$ cat src/rtl/bswq_pkg.sv
// ----------------------------------------------------------------------------
// bswq_pkg - shared types and codes for the semaphore wait-queue table
// Command and status codes, controller states and the control/status
// bundles passed between controller and datapath.
// ----------------------------------------------------------------------------
package bswq_pkg;

  // request command codes (code 3 is unused and answers no-such-semaphore)
  localparam logic [1:0] CMD_CREATE = 2'd0;
  localparam logic [1:0] CMD_WAIT   = 2'd1;
  localparam logic [1:0] CMD_POST   = 2'd2;

  // result status codes
  localparam logic [2:0] ST_CREATED  = 3'd0;
  localparam logic [2:0] ST_ACQUIRED = 3'd1;
  localparam logic [2:0] ST_BLOCKED  = 3'd2;
  localparam logic [2:0] ST_POSTED   = 3'd3;
  localparam logic [2:0] ST_NOSEM    = 3'd4;
  localparam logic [2:0] ST_FULL     = 3'd5;

  typedef enum logic [1:0] {
    S_IDLE,
    S_EXEC,
    S_WAKE
  } state_t;

  // controller -> datapath
  typedef struct packed {
    logic accept;      // capture request, read entry memory
    logic commit;      // write back entry / queue slot
    logic wake_read;   // read head waiter from queue memory
    logic load_result; // load output register
    logic sel_wake;    // result is a wake-up of the head waiter
  } ctrl_cmd_t;

  // datapath -> controller
  typedef struct packed {
    logic wake_needed; // post on a semaphore with waiters
    logic out_free;    // output register can take a result this cycle
  } dp_sts_t;

endpackage

$ cat src/rtl/bswq_ctrl.sv
// ----------------------------------------------------------------------------
// bswq_ctrl - request sequencer
// Accepts one request, lets the datapath execute it and, for a post that
// releases a waiter, waits for the queue read before loading the result.
// ----------------------------------------------------------------------------
module bswq_ctrl
  import bswq_pkg::*;
(
  input  logic      clk,
  input  logic      rst_n,
  input  logic      in_valid,
  output logic      in_stall,
  input  dp_sts_t   sts,
  output ctrl_cmd_t cmd
);

  state_t state_r;
  state_t state_nxt;

  always_ff @(posedge clk) begin
    if (!rst_n) begin
      state_r <= S_IDLE;
    end else begin
      state_r <= state_nxt;
    end
  end

  always_comb begin
    state_nxt = state_r;
    case (state_r)
      S_IDLE: begin
        if (in_valid) begin
          state_nxt = S_EXEC;
        end
      end
      S_EXEC: begin
        if (sts.wake_needed) begin
          state_nxt = S_WAKE;
        end else if (sts.out_free) begin
          state_nxt = S_IDLE;
        end
      end
      S_WAKE: begin
        if (sts.out_free) begin
          state_nxt = S_IDLE;
        end
      end
      default: state_nxt = S_IDLE;
    endcase
  end

  always_comb begin
    cmd      = '0;
    in_stall = 1'b1;
    case (state_r)
      S_IDLE: begin
        // held off while reset is applied, so no request is taken and lost
        in_stall   = !rst_n;
        cmd.accept = in_valid && rst_n;
      end
      S_EXEC: begin
        if (sts.wake_needed) begin
          cmd.commit    = 1'b1;
          cmd.wake_read = 1'b1;
        end else if (sts.out_free) begin
          cmd.commit      = 1'b1;
          cmd.load_result = 1'b1;
        end
      end
      S_WAKE: begin
        if (sts.out_free) begin
          cmd.load_result = 1'b1;
          cmd.sel_wake    = 1'b1;
        end
      end
      default: begin
        in_stall = 1'b1;
      end
    endcase
  end

`ifndef SYNTHESIS
  // a result never overwrites one still waiting at the output
  assert property (@(posedge clk) disable iff (!rst_n)
    cmd.load_result |-> sts.out_free)
    else $error("result loaded while output register busy");

  // wake-up phase only ever follows execution of a post
  assert property (@(posedge clk) disable iff (!rst_n)
    (state_r == S_WAKE) |-> ($past(state_r) == S_EXEC || $past(state_r) == S_WAKE))
    else $error("wake phase entered out of sequence");
`endif

endmodule

$ cat src/rtl/bswq_dp.sv
// ----------------------------------------------------------------------------
// bswq_dp - semaphore table datapath
// Entry memory (value, queue pointers, count), existence flags, wait-queue
// memory, request registers and the output register.
// ----------------------------------------------------------------------------
module bswq_dp
  import bswq_pkg::*;
#(
  parameter int NUM_SEMS    = 16,
  parameter int QUEUE_DEPTH = 8,
  parameter int PID_BITS    = 8
) (
  input  logic       clk,
  input  logic       rst_n,
  input  ctrl_cmd_t  cmd,
  output dp_sts_t    sts,
  input  logic [1:0] in_cmd,
  input  logic [3:0] in_sem_id,
  input  logic       in_init_value,
  input  logic [7:0] in_caller_pid,
  output logic       out_valid,
  input  logic       out_stall,
  output logic [2:0] out_status,
  output logic       out_woken_valid,
  output logic [7:0] out_woken_pid
);

  localparam int SEM_W    = (NUM_SEMS > 1) ? $clog2(NUM_SEMS) : 1;
  localparam int PTR_W    = (QUEUE_DEPTH > 1) ? $clog2(QUEUE_DEPTH) : 1;
  localparam int CNT_W    = $clog2(QUEUE_DEPTH + 1);
  localparam int WS_DEPTH = NUM_SEMS * QUEUE_DEPTH;
  localparam int WS_AW    = (WS_DEPTH > 1) ? $clog2(WS_DEPTH) : 1;

  localparam logic [PTR_W-1:0] PTR_LAST = PTR_W'(QUEUE_DEPTH - 1);
  localparam logic [CNT_W-1:0] CNT_FULL = CNT_W'(QUEUE_DEPTH);

  // storage
  logic [NUM_SEMS-1:0] exists_r;
  logic                val_mem  [NUM_SEMS];
  logic [PTR_W-1:0]    head_mem [NUM_SEMS];
  logic [PTR_W-1:0]    tail_mem [NUM_SEMS];
  logic [CNT_W-1:0]    cnt_mem  [NUM_SEMS];
  logic [PID_BITS-1:0] ws_mem   [WS_DEPTH];

  // request and entry read registers
  logic [1:0]          op_r;
  logic [SEM_W-1:0]    idx_r;
  logic                init_r;
  logic [PID_BITS-1:0] pid_r;
  logic                in_range_r;
  logic                known_r;
  logic                val_r;
  logic [PTR_W-1:0]    head_r;
  logic [PTR_W-1:0]    tail_r;
  logic [CNT_W-1:0]    cnt_r;
  logic [PID_BITS-1:0] ws_rd_r;

  // output register
  logic       out_valid_r;
  logic [2:0] out_status_r;
  logic       out_woken_valid_r;
  logic [7:0] out_woken_pid_r;

  // input conversion
  logic [SEM_W+3:0]    idx_ext;
  logic [SEM_W-1:0]    in_idx;
  logic                in_range;
  logic [PID_BITS+7:0] pid_ext;
  logic [PID_BITS+7:0] wpid_ext;

  // execute logic
  logic                ent_we;
  logic                val_nxt;
  logic [PTR_W-1:0]    head_nxt;
  logic [PTR_W-1:0]    tail_nxt;
  logic [CNT_W-1:0]    cnt_nxt;
  logic                ws_we;
  logic [2:0]          res_status;
  logic                wake_needed;
  logic [PTR_W-1:0]    ws_ptr;
  logic [WS_AW-1:0]    ws_addr;

  assign idx_ext  = {SEM_W'(0), in_sem_id};
  assign in_idx   = idx_ext[SEM_W-1:0];
  assign in_range = 32'(in_sem_id) < 32'(NUM_SEMS);
  assign pid_ext  = {PID_BITS'(0), in_caller_pid};
  assign wpid_ext = {8'(0), ws_rd_r};

  function automatic logic [PTR_W-1:0] next_slot(input logic [PTR_W-1:0] p);
    next_slot = (p == PTR_LAST) ? '0 : p + PTR_W'(1);
  endfunction

  always_ff @(posedge clk) begin
    if (cmd.accept) begin
      op_r       <= in_cmd;
      idx_r      <= in_idx;
      init_r     <= in_init_value;
      pid_r      <= pid_ext[PID_BITS-1:0];
      in_range_r <= in_range;
      known_r    <= in_range && exists_r[in_idx];
      val_r      <= val_mem[in_idx];
      head_r     <= head_mem[in_idx];
      tail_r     <= tail_mem[in_idx];
      cnt_r      <= cnt_mem[in_idx];
    end
  end

  always_comb begin
    ent_we      = 1'b0;
    ws_we       = 1'b0;
    wake_needed = 1'b0;
    val_nxt     = val_r;
    head_nxt    = head_r;
    tail_nxt    = tail_r;
    cnt_nxt     = cnt_r;
    res_status  = ST_NOSEM;
    ws_ptr      = tail_r;
    case (op_r)
      CMD_CREATE: begin
        if (in_range_r) begin
          ent_we     = 1'b1;
          val_nxt    = init_r;
          head_nxt   = '0;
          tail_nxt   = '0;
          cnt_nxt    = '0;
          res_status = ST_CREATED;
        end
      end
      CMD_WAIT: begin
        if (known_r) begin
          if (val_r) begin
            ent_we     = 1'b1;
            val_nxt    = 1'b0;
            res_status = ST_ACQUIRED;
          end else if (cnt_r >= CNT_FULL) begin
            res_status = ST_FULL;
          end else begin
            ent_we     = 1'b1;
            ws_we      = 1'b1;
            tail_nxt   = next_slot(tail_r);
            cnt_nxt    = cnt_r + CNT_W'(1);
            res_status = ST_BLOCKED;
          end
        end
      end
      CMD_POST: begin
        if (known_r) begin
          ent_we     = 1'b1;
          res_status = ST_POSTED;
          if (cnt_r != '0) begin
            wake_needed = 1'b1;
            ws_ptr      = head_r;
            head_nxt    = next_slot(head_r);
            cnt_nxt     = cnt_r - CNT_W'(1);
          end else begin
            val_nxt = 1'b1;
          end
        end
      end
      default: res_status = ST_NOSEM;
    endcase
  end

  // queue slot of semaphore idx_r
  assign ws_addr = WS_AW'(32'(idx_r) * 32'(QUEUE_DEPTH) + 32'(ws_ptr));

  always_ff @(posedge clk) begin
    if (cmd.commit && ent_we) begin
      val_mem[idx_r]  <= val_nxt;
      head_mem[idx_r] <= head_nxt;
      tail_mem[idx_r] <= tail_nxt;
      cnt_mem[idx_r]  <= cnt_nxt;
    end
    if (cmd.commit && ws_we) begin
      ws_mem[ws_addr] <= pid_r;
    end
    if (cmd.wake_read) begin
      ws_rd_r <= ws_mem[ws_addr];
    end
  end

  always_ff @(posedge clk) begin
    if (!rst_n) begin
      exists_r <= '0;
    end else if (cmd.commit && op_r == CMD_CREATE && in_range_r) begin
      exists_r[idx_r] <= 1'b1;
    end
  end

  always_ff @(posedge clk) begin
    if (!rst_n) begin
      out_valid_r <= 1'b0;
    end else if (cmd.load_result) begin
      out_valid_r <= 1'b1;
    end else if (!out_stall) begin
      out_valid_r <= 1'b0;
    end
  end

  always_ff @(posedge clk) begin
    if (cmd.load_result) begin
      if (cmd.sel_wake) begin
        out_status_r      <= ST_POSTED;
        out_woken_valid_r <= 1'b1;
        out_woken_pid_r   <= wpid_ext[7:0];
      end else begin
        out_status_r      <= res_status;
        out_woken_valid_r <= 1'b0;
        out_woken_pid_r   <= '0;
      end
    end
  end

  assign sts.wake_needed = wake_needed;
  assign sts.out_free    = !out_valid_r || !out_stall;

  assign out_valid       = out_valid_r;
  assign out_status      = out_status_r;
  assign out_woken_valid = out_woken_valid_r;
  assign out_woken_pid   = out_woken_pid_r;

`ifndef SYNTHESIS
  // a released waiter only ever comes with a posted status
  assert property (@(posedge clk) disable iff (!rst_n)
    (out_valid_r && out_woken_valid_r) |-> (out_status_r == ST_POSTED))
    else $error("woken process reported without posted status");

  // queue occupancy written back never exceeds the queue depth
  assert property (@(posedge clk) disable iff (!rst_n)
    (cmd.commit && ent_we) |-> (cnt_nxt <= CNT_FULL))
    else $error("wait queue count overflow");
`endif

endmodule

$ cat src/rtl/binary_semaphore_wait_queue_table.sv
// ----------------------------------------------------------------------------
// binary_semaphore_wait_queue_table - binary semaphores with FIFO wait queues
// Table of binary semaphores addressed by id, each with its own queue of
// blocked process ids; create, wait and post requests give one result each.
// ----------------------------------------------------------------------------
// One request at a time: a request is accepted, with its entry read from
// the entry memory, and then executed against that entry; a post that
// releases a waiter adds a wake-up step, the registered read of the head
// slot in the wait-queue memory. The result sits in an output register,
// so the next request is accepted while the last result waits to be
// taken. Existence flags are flip-flops cleared by reset; the entry and
// queue memories need no clearing pass and the block is ready straight out
// of reset. Status codes: 0 created, 1 acquired, 2 blocked, 3 posted,
// 4 no such semaphore (id out of range, never created, or unused command),
// 5 queue full. woken_pid reads 0 unless woken_valid is set. Only the low
// PID_BITS bits of a caller id are kept.
// ----------------------------------------------------------------------------
module binary_semaphore_wait_queue_table
  import bswq_pkg::*;
#(
  parameter int NUM_SEMS    = 16, // semaphores in the table, 1..256
  parameter int QUEUE_DEPTH = 8,  // waiters per semaphore, 1..256
  parameter int PID_BITS    = 8   // stored process id width, 1..16
) (
  input  logic       clk,
  input  logic       rst_n,
  // request channel
  input  logic       in_valid,
  output logic       in_stall,
  input  logic [1:0] in_cmd,
  input  logic [3:0] in_sem_id,
  input  logic       in_init_value,
  input  logic [7:0] in_caller_pid,
  // result channel
  output logic       out_valid,
  input  logic       out_stall,
  output logic [2:0] out_status,
  output logic       out_woken_valid,
  output logic [7:0] out_woken_pid
);

  ctrl_cmd_t cmd;
  dp_sts_t   sts;

  // sequencer: idle -> execute (-> wake-up read) -> idle
  bswq_ctrl u_ctrl (
    .clk      (clk),
    .rst_n    (rst_n),
    .in_valid (in_valid),
    .in_stall (in_stall),
    .sts      (sts),
    .cmd      (cmd)
  );

  // table storage, execute logic and output register
  bswq_dp #(
    .NUM_SEMS    (NUM_SEMS),
    .QUEUE_DEPTH (QUEUE_DEPTH),
    .PID_BITS    (PID_BITS)
  ) u_dp (
    .clk             (clk),
    .rst_n           (rst_n),
    .cmd             (cmd),
    .sts             (sts),
    .in_cmd          (in_cmd),
    .in_sem_id       (in_sem_id),
    .in_init_value   (in_init_value),
    .in_caller_pid   (in_caller_pid),
    .out_valid       (out_valid),
    .out_stall       (out_stall),
    .out_status      (out_status),
    .out_woken_valid (out_woken_valid),
    .out_woken_pid   (out_woken_pid)
  );

endmodule

$ cat config.mk
export PLATFORM = sky130hd
export DESIGN_NAME = binary_semaphore_wait_queue_table
export DESIGN_NICKNAME = d
export VERILOG_FILES = /design/src/rtl/bswq_pkg.sv /design/src/rtl/bswq_ctrl.sv /design/src/rtl/bswq_dp.sv /design/src/rtl/binary_semaphore_wait_queue_table.sv
export SDC_FILE = /design/constraint.sdc
export NUM_CORES = 1
export LEC_CHECK = 0
export BUFFER_PORTS_ARGS = -buffer_cell sky130_fd_sc_hd__buf_2
export CAP_MARGIN = 40
export CORE_ASPECT_RATIO = 1.75
export CORE_UTILIZATION = 38
export DETAILED_ROUTE_END_ITERATION = 6
export PLACE_DENSITY_LB_ADDON = 0.08
export SLEW_MARGIN = 40
export SYNTH_ARGS = -nofsm -noshare
export SYNTH_HDL_FRONTEND = slang
export SYNTH_HIERARCHICAL = 1
export SYNTH_SLANG_ARGS = --single-unit
export TNS_END_PERCENT = 1
$ cat constraint.sdc
create_clock -name clk -period 5.7 [get_ports clk]
set_clock_uncertainty 0.2 [all_clocks]
set_input_delay 1.14 -clock clk [delete_from_list [all_inputs] [get_ports clk]]
set_output_delay 1.14 -clock clk [all_outputs]
set_load 0.03 [all_outputs]
* After elaboration in Yosys (flattened, before gate mapping) *
Memory sizes are Yosys's and may differ from the RTL's. A register that Yosys moved wholly into a read port is not among the register bits.
Cells that the tools add are included.

storage, ports and cells
  bits in registers = 47
  RAM bits = 1200
  input bits = 19
  memories = 5

operators by class
  add/sub/neg operators = 5
  order comparisons = 4
  equality and inequality tests = 8
  muxes and demuxes = 63
  bitwise operators = 1
  reductions and logical operators = 12

memories
  name           depth  bits a word  read ports  clocked after Yosys merged registers in  write ports  line           text
  u_dp.ws_mem    128    8            1           1                                        1            bswq_dp.sv:43  logic [PID_BITS-1:0] ws_mem [WS_DEPTH];
  u_dp.cnt_mem   16     4            1           1                                        1            bswq_dp.sv:42  logic [CNT_W-1:0] cnt_mem [NUM_SEMS];
  u_dp.head_mem  16     3            1           1                                        1            bswq_dp.sv:40  logic [PTR_W-1:0] head_mem [NUM_SEMS];
  u_dp.tail_mem  16     3            1           1                                        1            bswq_dp.sv:41  logic [PTR_W-1:0] tail_mem [NUM_SEMS];
  u_dp.val_mem   16     1            1           1                                        1            bswq_dp.sv:39  logic val_mem [NUM_SEMS];

operators by type and width
  operator                                                            count
  two-way mux 3 bit                                                   14
  two-way mux 1 bit                                                   29
  two-way mux 4 bit                                                   5
  OR 16 bit                                                           1
  one-hot mux 3 bit (2 select lines)                                  2
  one-hot mux 4 bit (3 select lines)                                  1
  less-than comparator 4 x 5 -> 1 bit (second input constant)         2
  two-way mux 2 bit                                                   5
  one-hot mux 3 bit (3 select lines)                                  1
  adder 7 x 3 -> 7 bit                                                1
  adder 3 x 1 -> 3 bit (second input constant)                        2
  equality test 3 bit (second input constant)                         2
  one-hot mux 1 bit (3 select lines)                                  2
  one-hot mux 2 bit (3 select lines)                                  1
  logical AND 1 bit                                                   5
  adder 4 x 1 -> 4 bit (second input constant)                        1
  binary-select mux 1 bit (select 4 bit)                              1
  demux 1 bit (select 4 bit)                                          1
  equality test 2 x 1 -> 1 bit (second input constant)                2
  equality test 2 bit (second input constant)                         2
  greater-or-equal comparator 4 x 1 -> 1 bit (second input constant)  1
  greater-or-equal comparator 4 bit (second input constant)           1
  zero test 2 bit                                                     2
  nonzero test 4 bit                                                  1
  6 further kinds                                                     8

* Depth between registers and ports, before layout *
Gate-level depths: netlist of the first run.

  depth in word-level cells = 9
  gate-level depth with buffers = 16
  depth with buffers taken out = 12

* Cells and area by module *
Netlist of the first run, hierarchy kept.

by module, submodules not included
  module     instances  cells an instance  area an instance (um2)  sequential area each (um2)
  bswq_dp    1          2820               48181.2                 37786.2
  bswq_ctrl  1          26                 209.0                   40.0

* Worst setup path after synthesis of the first run *
Ideal clock, no wire load.

  path kind = input-to-reg
  start point = input in_sem_id[0]
  end point = register u_dp.cnt_r[0], read port of u_dp.cnt_mem, data pin
  setup time = 0.272 ns
  data arrival time = 2.956 ns
  setup slack = 2.272 ns
  stages = 4
  buffers on the path = 2
  cells stage by stage = buf_2 -> buf_1 -> mux4_2 -> mux4_2

RTL lines
  element          line                                     text
  start, declared  binary_semaphore_wait_queue_table.sv:31  input logic [3:0] in_sem_id,
  end, declared    bswq_dp.sv:55                            logic [CNT_W-1:0] cnt_r;

* Final worst setup path of the first run *
  start point = register u_dp.cnt_r[0], read port of u_dp.cnt_mem
  end point = register u_dp.ws_rd_r[4], read port of u_dp.ws_mem, data pin

on the way
  word-level cells in the longest chain between the ends = 6
  elaborated cells between the ends (all ways) = 10
  those cells by class = 1 x add/sub; 8 x mux; 1 x reduce/logical

RTL lines
  element                                                       line            text
  nonzero test 4 bit (*)                                        bswq_dp.sv:150  if (cnt_r != '0) begin
  branches (longest 5 deep; another with adder 7 x 3 -> 7 bit)  n/a
  end, declared                                                 bswq_dp.sv:56   logic [PID_BITS-1:0] ws_rd_r;

Every way passes the cells marked *.
A chain may end at the register's enable or synchronous reset.

==> results of run 1 <==
-- kinds of logic (layout without fill, tap and decap cells) --
kind of cell / after synthesis / in the layout
multiplexers: 155 / 155
flip-flops: 1266 / 1266
other: 0 / 2
XOR/XNOR: 1 / 1
AO/OA/AOI/OAI: 564 / 564
buffers and inverters: 189 / 460
AND/OR/NAND/NOR: 661 / 661
adder cells (fa/ha/maj): 10 / 10
-- layout make-up --
| class | count | area, sq um | area share, % |
|---|---|---|---|
| Sequential cell | 1266 | 37800 | 67.8 |
| Multi-Input combinational cell | 1391 | 9920 | 17.8 |
| Clock buffer | 143 | 3080 | 5.51 |
| Tap cell | 1653 | 2070 | 3.71 |
| Timing Repair Buffer | 236 | 1990 | 3.57 |
| Clock inverter | 74 | 902 | 1.62 |
| Inverter | 7 | 28.8 | 0.0516 |
| Antenna cell | 2 | 5.00 | 0.00897 |
-- power by group --
part           switching (mW)  internal, mW
Sequential             0.0261          10.2
Combinational           0.738         0.291
Clock                    3.51          4.70
Total                    4.28          15.2
-- cells in the mapped netlist (4+ instances only) --
library cell	instances	area share, %
o21ai_1	4	0.041
and3_1	8	0.10
nand3_1	83	0.86
or2_1	4	0.052
nor2b_1	26	0.34
nor2_1	170	1.3
o2111ai_1	9	0.16
a211oi_1	7	0.11
clkbuf_1	61	0.47
ha_1	10	0.26
mux4_2	60	2.8
and2_1	14	0.18
nor4_1	5	0.065
and4_1	6	0.11
nor4b_1	5	0.090
a31oi_1	24	0.31
a21oi_1	134	1.4
or2_2	4	0.052
inv_1	5	0.039
nand4_1	29	0.37
edfxtp_1	1247	77
o22ai_1	70	0.90
a222oi_1	122	2.5
buf_4	30	0.47
a221oi_1	11	0.20
buf_1	10	0.078
nand2_1	256	2.0
a22oi_1	89	1.4
a211oi_2	5	0.13
buf_2	73	0.76
o21ai_0	28	0.29
nand2b_1	9	0.12
o211ai_1	13	0.20
nor3_1	25	0.26
buf_6	6	0.14
dfxtp_1	19	0.79
a22o_1	16	0.29
mux2i_1	92	1.9
-- final timing paths --
kind,to,depth (start not counted),slack (ps)
worst max-delay path,u_dp/ws_rd_r[4],12,910
worst min register to register,u_dp/exists_r[6],2,290
worst min-delay path,u_dp/exists_r[6],2,290
worst max register to register,u_dp/ws_rd_r[4],12,910
-- state kept, by name, indices dropped and copies added, names as in the netlist --
name,count
u_ctrl/state_r,2
u_dp/cnt_mem,64
u_dp/cnt_r,4
u_dp/exists_r,16
u_dp/head_mem,48
u_dp/head_r,3
u_dp/idx_r,4
u_dp/init_r,1
u_dp/known_r,1
u_dp/op_r,2
u_dp/out_status,3
u_dp/out_valid,1
u_dp/out_woken_pid,8
u_dp/out_woken_valid,1
u_dp/pid_r,8
u_dp/tail_mem,48
u_dp/tail_r,3
u_dp/val_mem,16
u_dp/val_r,1
u_dp/ws_mem,1024
u_dp/ws_rd_r,8
-- tightest hold or removal path, delay by kind of cell, from the launching register on --
| kind | cells | cell delay (ps) |
|---|---|---|
| AOI/OAI and AO/OA | 1 | 40 |
| and+or+nand+nor | 1 | 90 |
| DFF | 1 | 320 |
-- per-stage QoR --
step / std cells / cell area [sq um]
after global placement: 4538 / 51400
after CTS: 4768 / 55700
after global routing: 4771 / 55800
after floorplan: 2846 / 48400
after detailed placement: 4551 / 51800
final: 4772 / 55800
-- per-layer routing --
layer	vias to the layer above	wire (um)	share of wire [%]
met5	-	13	0.0082
met1	14850	59500	38
met4	2	7840	4.9
met3	257	8230	5.2
li1	11853	-	-
met2	1103	83000	52
==> flow_metrics.py, run 1 <==
metrics = {
    "outcome": {
        "run_status": "finished, violations left",
        "violations": "design-rule violations",
    },
    "clock_network": {
        "cts_tree": "yes",
        "numClockSinks": 1266,
        "clkLatencyLatePin_ps": 740,
        "clk_root_buffer_cell": "clkbuf_16",
        "cts_hold_buf": 0,
        "cts.repair.resized": 0,
        "cts_clock_pin_slew_for_the_worst_setup_and_hold_paths_ps": 70,
        "cts_made_buffers": 114,
        "clock_tree.buffer_depth": 3,
        "cts-htree-levels": 3,
        "postCtsSetupRepairBufs": 0,
    },
    "yosys": {
        "syn_area_sq_mm": 0.0484,
        "synth_enable_flop_cells": 1247,
        "postSynthRegisterBits": 1266,
        "syn-instance-count": 2846,
        "synth_nets": 2875,
        "synth-async-reset-ratio_pct": 0,
        "ys_dominant_reg_cell": "edfxtp_1",
        "synth_adder_area_share_pct": 0.259,
        "portion_of_netlist_area_occupied_by_mux_cells_pct": 4.77,
        "synth.lib_cells_used.distinct": 78,
        "synthesized_area_fraction_occupied_by_ao_oa_aoi_and_oai_cells_pct": 8.54,
        "post_synth_xor_xnor_area_pct": 0.0181,
        "ys_warn_count": 6,
        "avgSynthCellArea_sq_um": 17.0,
        "dominant_combinational_cell_family_by_area_after_synthesis": "compound AO/OA/AOI/OAI gates",
        "simple_gate_portion_of_the_synthesized_area_pct": 6.24,
        "synth_sequential_area_ratio_pct": 78.2,
    },
    "place": {
        "hpwlAfterDp_mm": 101,
        "routabilityCongestion": 0.857,
        "port_buffer_count": 32,
        "dp_slack_ps": 930,
    },
    "layout": {
        "post_route_cells_drive_above_1_share_pct": 18.6,
        "finish.utilization_pct": 44.3,
        "layout_commonest_cell": "edfxtp_1",
        "fill_cells": 11101,
        "layout-area-overhead-vs-synth_pct": 15.3,
        "num-nets-final": 3045,
        "layout_common_cells": "1247 x edfxtp_1, 256 x nand2_1, 178 x buf_4",
    },
    "global_routing": {
        "groute.layer.met2.usage_pct": 44.2,
        "grt_pass1_wl_mm": 223,
        "global_route.overflow_total": 0,
        "globalRouteTotalUtil_pct": 24.7,
        "pin_count_of_the_biggest_net_entering_global_routing": 129,
        "met1_use_gr_pct": 29.2,
        "global_route.peak_usage_layer": "met2",
        "initial_antenna_violation_count": 7,
        "use_met3_pct": 3.18,
        "grt_pass1_vias": 28828,
    },
    "worst_setup_path": {
        "worstSetupStartpointType": "register",
        "path_common_cell": "o21ai_0",
        "path_delay_family": "simple AND/OR/NAND/NOR gates",
        "cp_num_buf_inv": 2,
        "end_kind": "register",
        "arrival_ps": 5160,
        "crit_slowest_cell": "and2_4",
        "critPathLaunch": "u_dp/cnt_r[0]",
        "cp_max_fo": 42,
        "worst_path_cell_trace": "inv_1 -> ha_1 -> or3b_1 -> nand3_2 -> and2_4 -> buf_4 -> nand2_1 -> a21oi_1 -> o21ai_0 -> o21ai_1 -> o21ai_0 -> nor3_1",
        "timing.setup.critical_path_class": "register to register",
        "timing.critical_path.required_ps": 6080,
        "delay_of_the_slowest_critical_path_stage_ps": 730,
        "rr_startpoint": "u_dp/cnt_r[0]",
    },
    "die": {
        "start_util_pct": 38.4,
        "die_width_um": 272,
        "die_h_um": 474,
        "die_area_sq_mm": 0.129,
        "io_pins": 33,
        "design.core.area_sq_mm": 0.126,
        "placementRows": 172,
    },
    "hold_path": {
        "hold_path.class": "register to register",
        "hp_start": "u_dp/exists_r[6]",
    },
    "timing": {
        "max_slew_margin_pct": 37.3,
        "finalSetupTns_ps": 0,
        "timing_worst_slew_pin_value_ps": 941,
        "grt_setup_unrepaired": "no",
        "layout_setup_ws_ps": 915,
        "number_of_hold_slack_violations_in_the_final_timing_report": 0,
        "whs_ps": 292,
        "drv_slew": 0,
        "setup_viol": 0,
        "post-route-min-period_ps": 4790,
        "post_route_clock_period_utilization_pct": 84.0,
        "timing.fmax_mhz": 209,
    },
    "routing": {
        "postRouteAntennaNets": 0,
        "detail_route.first_pass.iterations": 7,
        "average_wire_per_standard_cell_um": 33.2,
        "finalWirelength_mm": 159,
        "drt_iter0_markers": 3149,
        "detail_route.drc_violations": 1,
        "detail_route.vias_per_cell": 5.88,
        "num_vias": 28065,
    },
    "power_and_ir_drop": {
        "power_density_mw_per_mm2": 349,
        "fin_total_pwr_mw": 19.5,
        "vdd_drop_max_mv": 0.268,
        "total_leakage_power_nw": 17.7,
    },
    "run": {
        "maxCapViolCount": 0,
    },
}
No activity file was read; power rests on OpenSTA's default activity.
==> inputs of run 2 (changes only) <==
clock period = 4.48 ns   (was 5.7 ns; I/O delays follow)
==> run 2 against run 1 <==
Compared with the run above:
- the run still ends with design-rule violations left
- highest routed layer unchanged
- fmax up 12%
- first-iteration DRC count increased by 7.1%
- sequential share of layout area shrank 0.86 points
- combinational power grew 31%
- largest cell class unchanged
- hold slack got worse by 170 ps
- via count up 1.4%
- non-clock buffer count increased by 128
- critical path type unchanged
- critical path depth is 1 higher
- worst setup slack worse by 710 ps
- clock power grew 22%
==> flow_metrics.py, run 2 (synthesized netlist as in run 1, its figures left out) <==
metrics = {
    "outcome": {
        "run_status": "finished, violations left",
        "violations": "design-rule violations",
    },
    "global_routing": {
        "globalRouteTotalUtil_pct": 24.3,
        "grt_pass1_vias": 28921,
        "global_route.overflow_total": 0,
        "grt_pass1_wl_mm": 220,
        "pin_count_of_the_biggest_net_entering_global_routing": 129,
        "initial_antenna_violation_count": 7,
    },
    "timing": {
        "finalSetupTns_ps": 0,
        "setup_viol": 0,
        "timing.fmax_mhz": 234,
        "number_of_hold_slack_violations_in_the_final_timing_report": 0,
        "timing_worst_slew_pin_value_ps": 1080,
        "post-route-min-period_ps": 4270,
        "max_slew_margin_pct": 28.2,
        "drv_slew": 0,
        "grt_setup_unrepaired": "no",
        "post_route_clock_period_utilization_pct": 95.4,
    },
    "layout": {
        "layout_common_cells": "1247 x edfxtp_1, 298 x buf_4, 256 x nand2_1",
        "regMostFlops": "u_dp/ws_mem",
        "largest_register_ff_count": 1024,
        "layout_commonest_cell": "edfxtp_1",
        "num-nets-final": 3174,
        "post_route_cells_drive_above_1_share_pct": 20.0,
        "layout-area-overhead-vs-synth_pct": 16.8,
        "layout_top_registers": "u_dp/ws_mem x1024, u_dp/cnt_mem x64",
    },
    "worst_setup_path": {
        "delay_of_the_slowest_critical_path_stage_ps": 600,
        "worst_path_cell_trace": "inv_1 -> ha_1 -> or3b_1 -> a211oi_1 -> or2_4 -> buf_12 -> a222oi_1 -> nand3_1 -> o22ai_1 -> a32oi_1 -> buf_4 -> nand3_1 -> a221oi_2",
        "path_common_cell": "nand3_1",
        "cp_max_fo": 23,
        "cp_num_cells": 13,
        "end_kind": "register",
        "logic_depth_of_the_worst_register_to_register_path": 13,
        "timing.critical_path.required_ps": 4860,
        "critPathLaunch": "u_dp/cnt_r[1]",
        "crit_slowest_cell": "or2_4",
        "rr_startpoint": "u_dp/cnt_r[1]",
        "cp_num_buf_inv": 3,
        "arrival_ps": 4660,
        "timing.setup.critical_path_class": "register to register",
        "worstSetupStartpointType": "register",
        "path_delay_family": "simple AND/OR/NAND/NOR gates",
    },
    "routing": {
        "detail_route.vias_per_cell": 5.82,
        "postRouteAntennaNets": 0,
        "detail_route.drc_violations": 5,
        "num_vias": 28463,
        "finalWirelength_mm": 157,
        "detail_route.first_pass.iterations": 7,
        "average_wire_per_standard_cell_um": 32.0,
        "drt_iter0_markers": 3373,
    },
    "die": {
        "die_area_sq_mm": 0.129,
        "start_util_pct": 38.4,
        "die_width_um": 272,
        "placementRows": 172,
        "die_h_um": 474,
        "io_pins": 33,
        "design.core.area_sq_mm": 0.126,
    },
    "clock_network": {
        "cts.repair.resized": 0,
        "cts_tree": "yes",
        "cts_made_buffers": 115,
        "clkLatencyLatePin_ps": 750,
        "clk_root_buffer_cell": "clkbuf_16",
        "cts_hold_buf": 0,
        "postCtsSetupRepairBufs": 0,
        "clock_tree.buffer_depth": 3,
        "cts-htree-levels": 3,
        "numClockSinks": 1266,
        "cts_clock_pin_slew_for_the_worst_setup_and_hold_paths_ps": 70,
    },
    "run": {
        "maxCapViolCount": 0,
    },
    "hold_path": {
        "hold_path.class": "input pin to register",
        "hp_start": "in_caller_pid[1]",
        "hold_depth": 1,
    },
    "place": {
        "routabilityCongestion": 0.848,
        "hpwlAfterDp_mm": 100,
        "port_buffer_count": 32,
    },
    "power_and_ir_drop": {
        "total_leakage_power_nw": 18.3,
        "power_density_mw_per_mm2": 431,
        "vdd_drop_max_mv": 0.392,
        "fin_total_pwr_mw": 24.4,
    },
}
[run 2: path summary, 6_finish.rpt]
path / slack (ps) / end
min: 120 / u_dp/pid_r[1]
min reg2reg: 300 / u_dp/exists_r[10]
max: 210 / u_dp/ws_rd_r[5]
max reg2reg: 210 / u_dp/ws_rd_r[5]
[run 2: power breakdown]
group	internal [mW]	leakage, nW	switching (mW)
clock	5.53	1.83	4.46
combinational	0.418	5.09	0.932
sequential	13.0	11.4	0.0332
[run 2: layer usage]
metal | global-route usage [%] | vias up | wire (um)
li1 | - | 12110 | -
met1 | 29.4 | 14973 | 59800
met2 | 43.9 | 1143 | 82700
met3 | 2.98 | 235 | 8720
met4 | 9.11 | 2 | 5470
met5 | 0 | - | 13
[run 2: worst reg2reg max path, stage by stage (launching register included)]
cell,delay [ps]
edfxtp_1,470
inv_1,120
ha_1,180
or3b_1,590
a211oi_1,410
or2_4,600
buf_12,300
a222oi_1,120
nand3_1,190
o22ai_1,180
a32oi_1,240
buf_4,180
nand3_1,100
a221oi_2,210
[run 2: layout make-up]
| class | instances | area, sq um |
|---|---|---|
| Antenna cell | 3 | 7.51 |
| Clock buffer | 135 | 2950 |
| Clock inverter | 74 | 785 |
| Fill cell | 11090 | 69400 |
| Inverter | 7 | 28.8 |
| Multi-Input combinational cell | 1391 | 9800 |
| Sequential cell | 1266 | 37800 |
| Tap cell | 1653 | 2070 |
| Timing Repair Buffer | 364 | 3060 |
[run 2: per-stage QoR]
step                      hold slack, ps  util (%)  worst slack [ps]  instance area [sq um]  instances
after floorplan                      253         -              1260                  48400       2846
after global routing                89.1      44.9              24.9                  56500       4891
after global placement               264      41.9              33.3                  52700       4678
after CTS                           76.8      44.9               230                  56500       4888
after detailed placement             276      41.9               266                  52800       4679
final                                120      44.9               207                  56500       4893
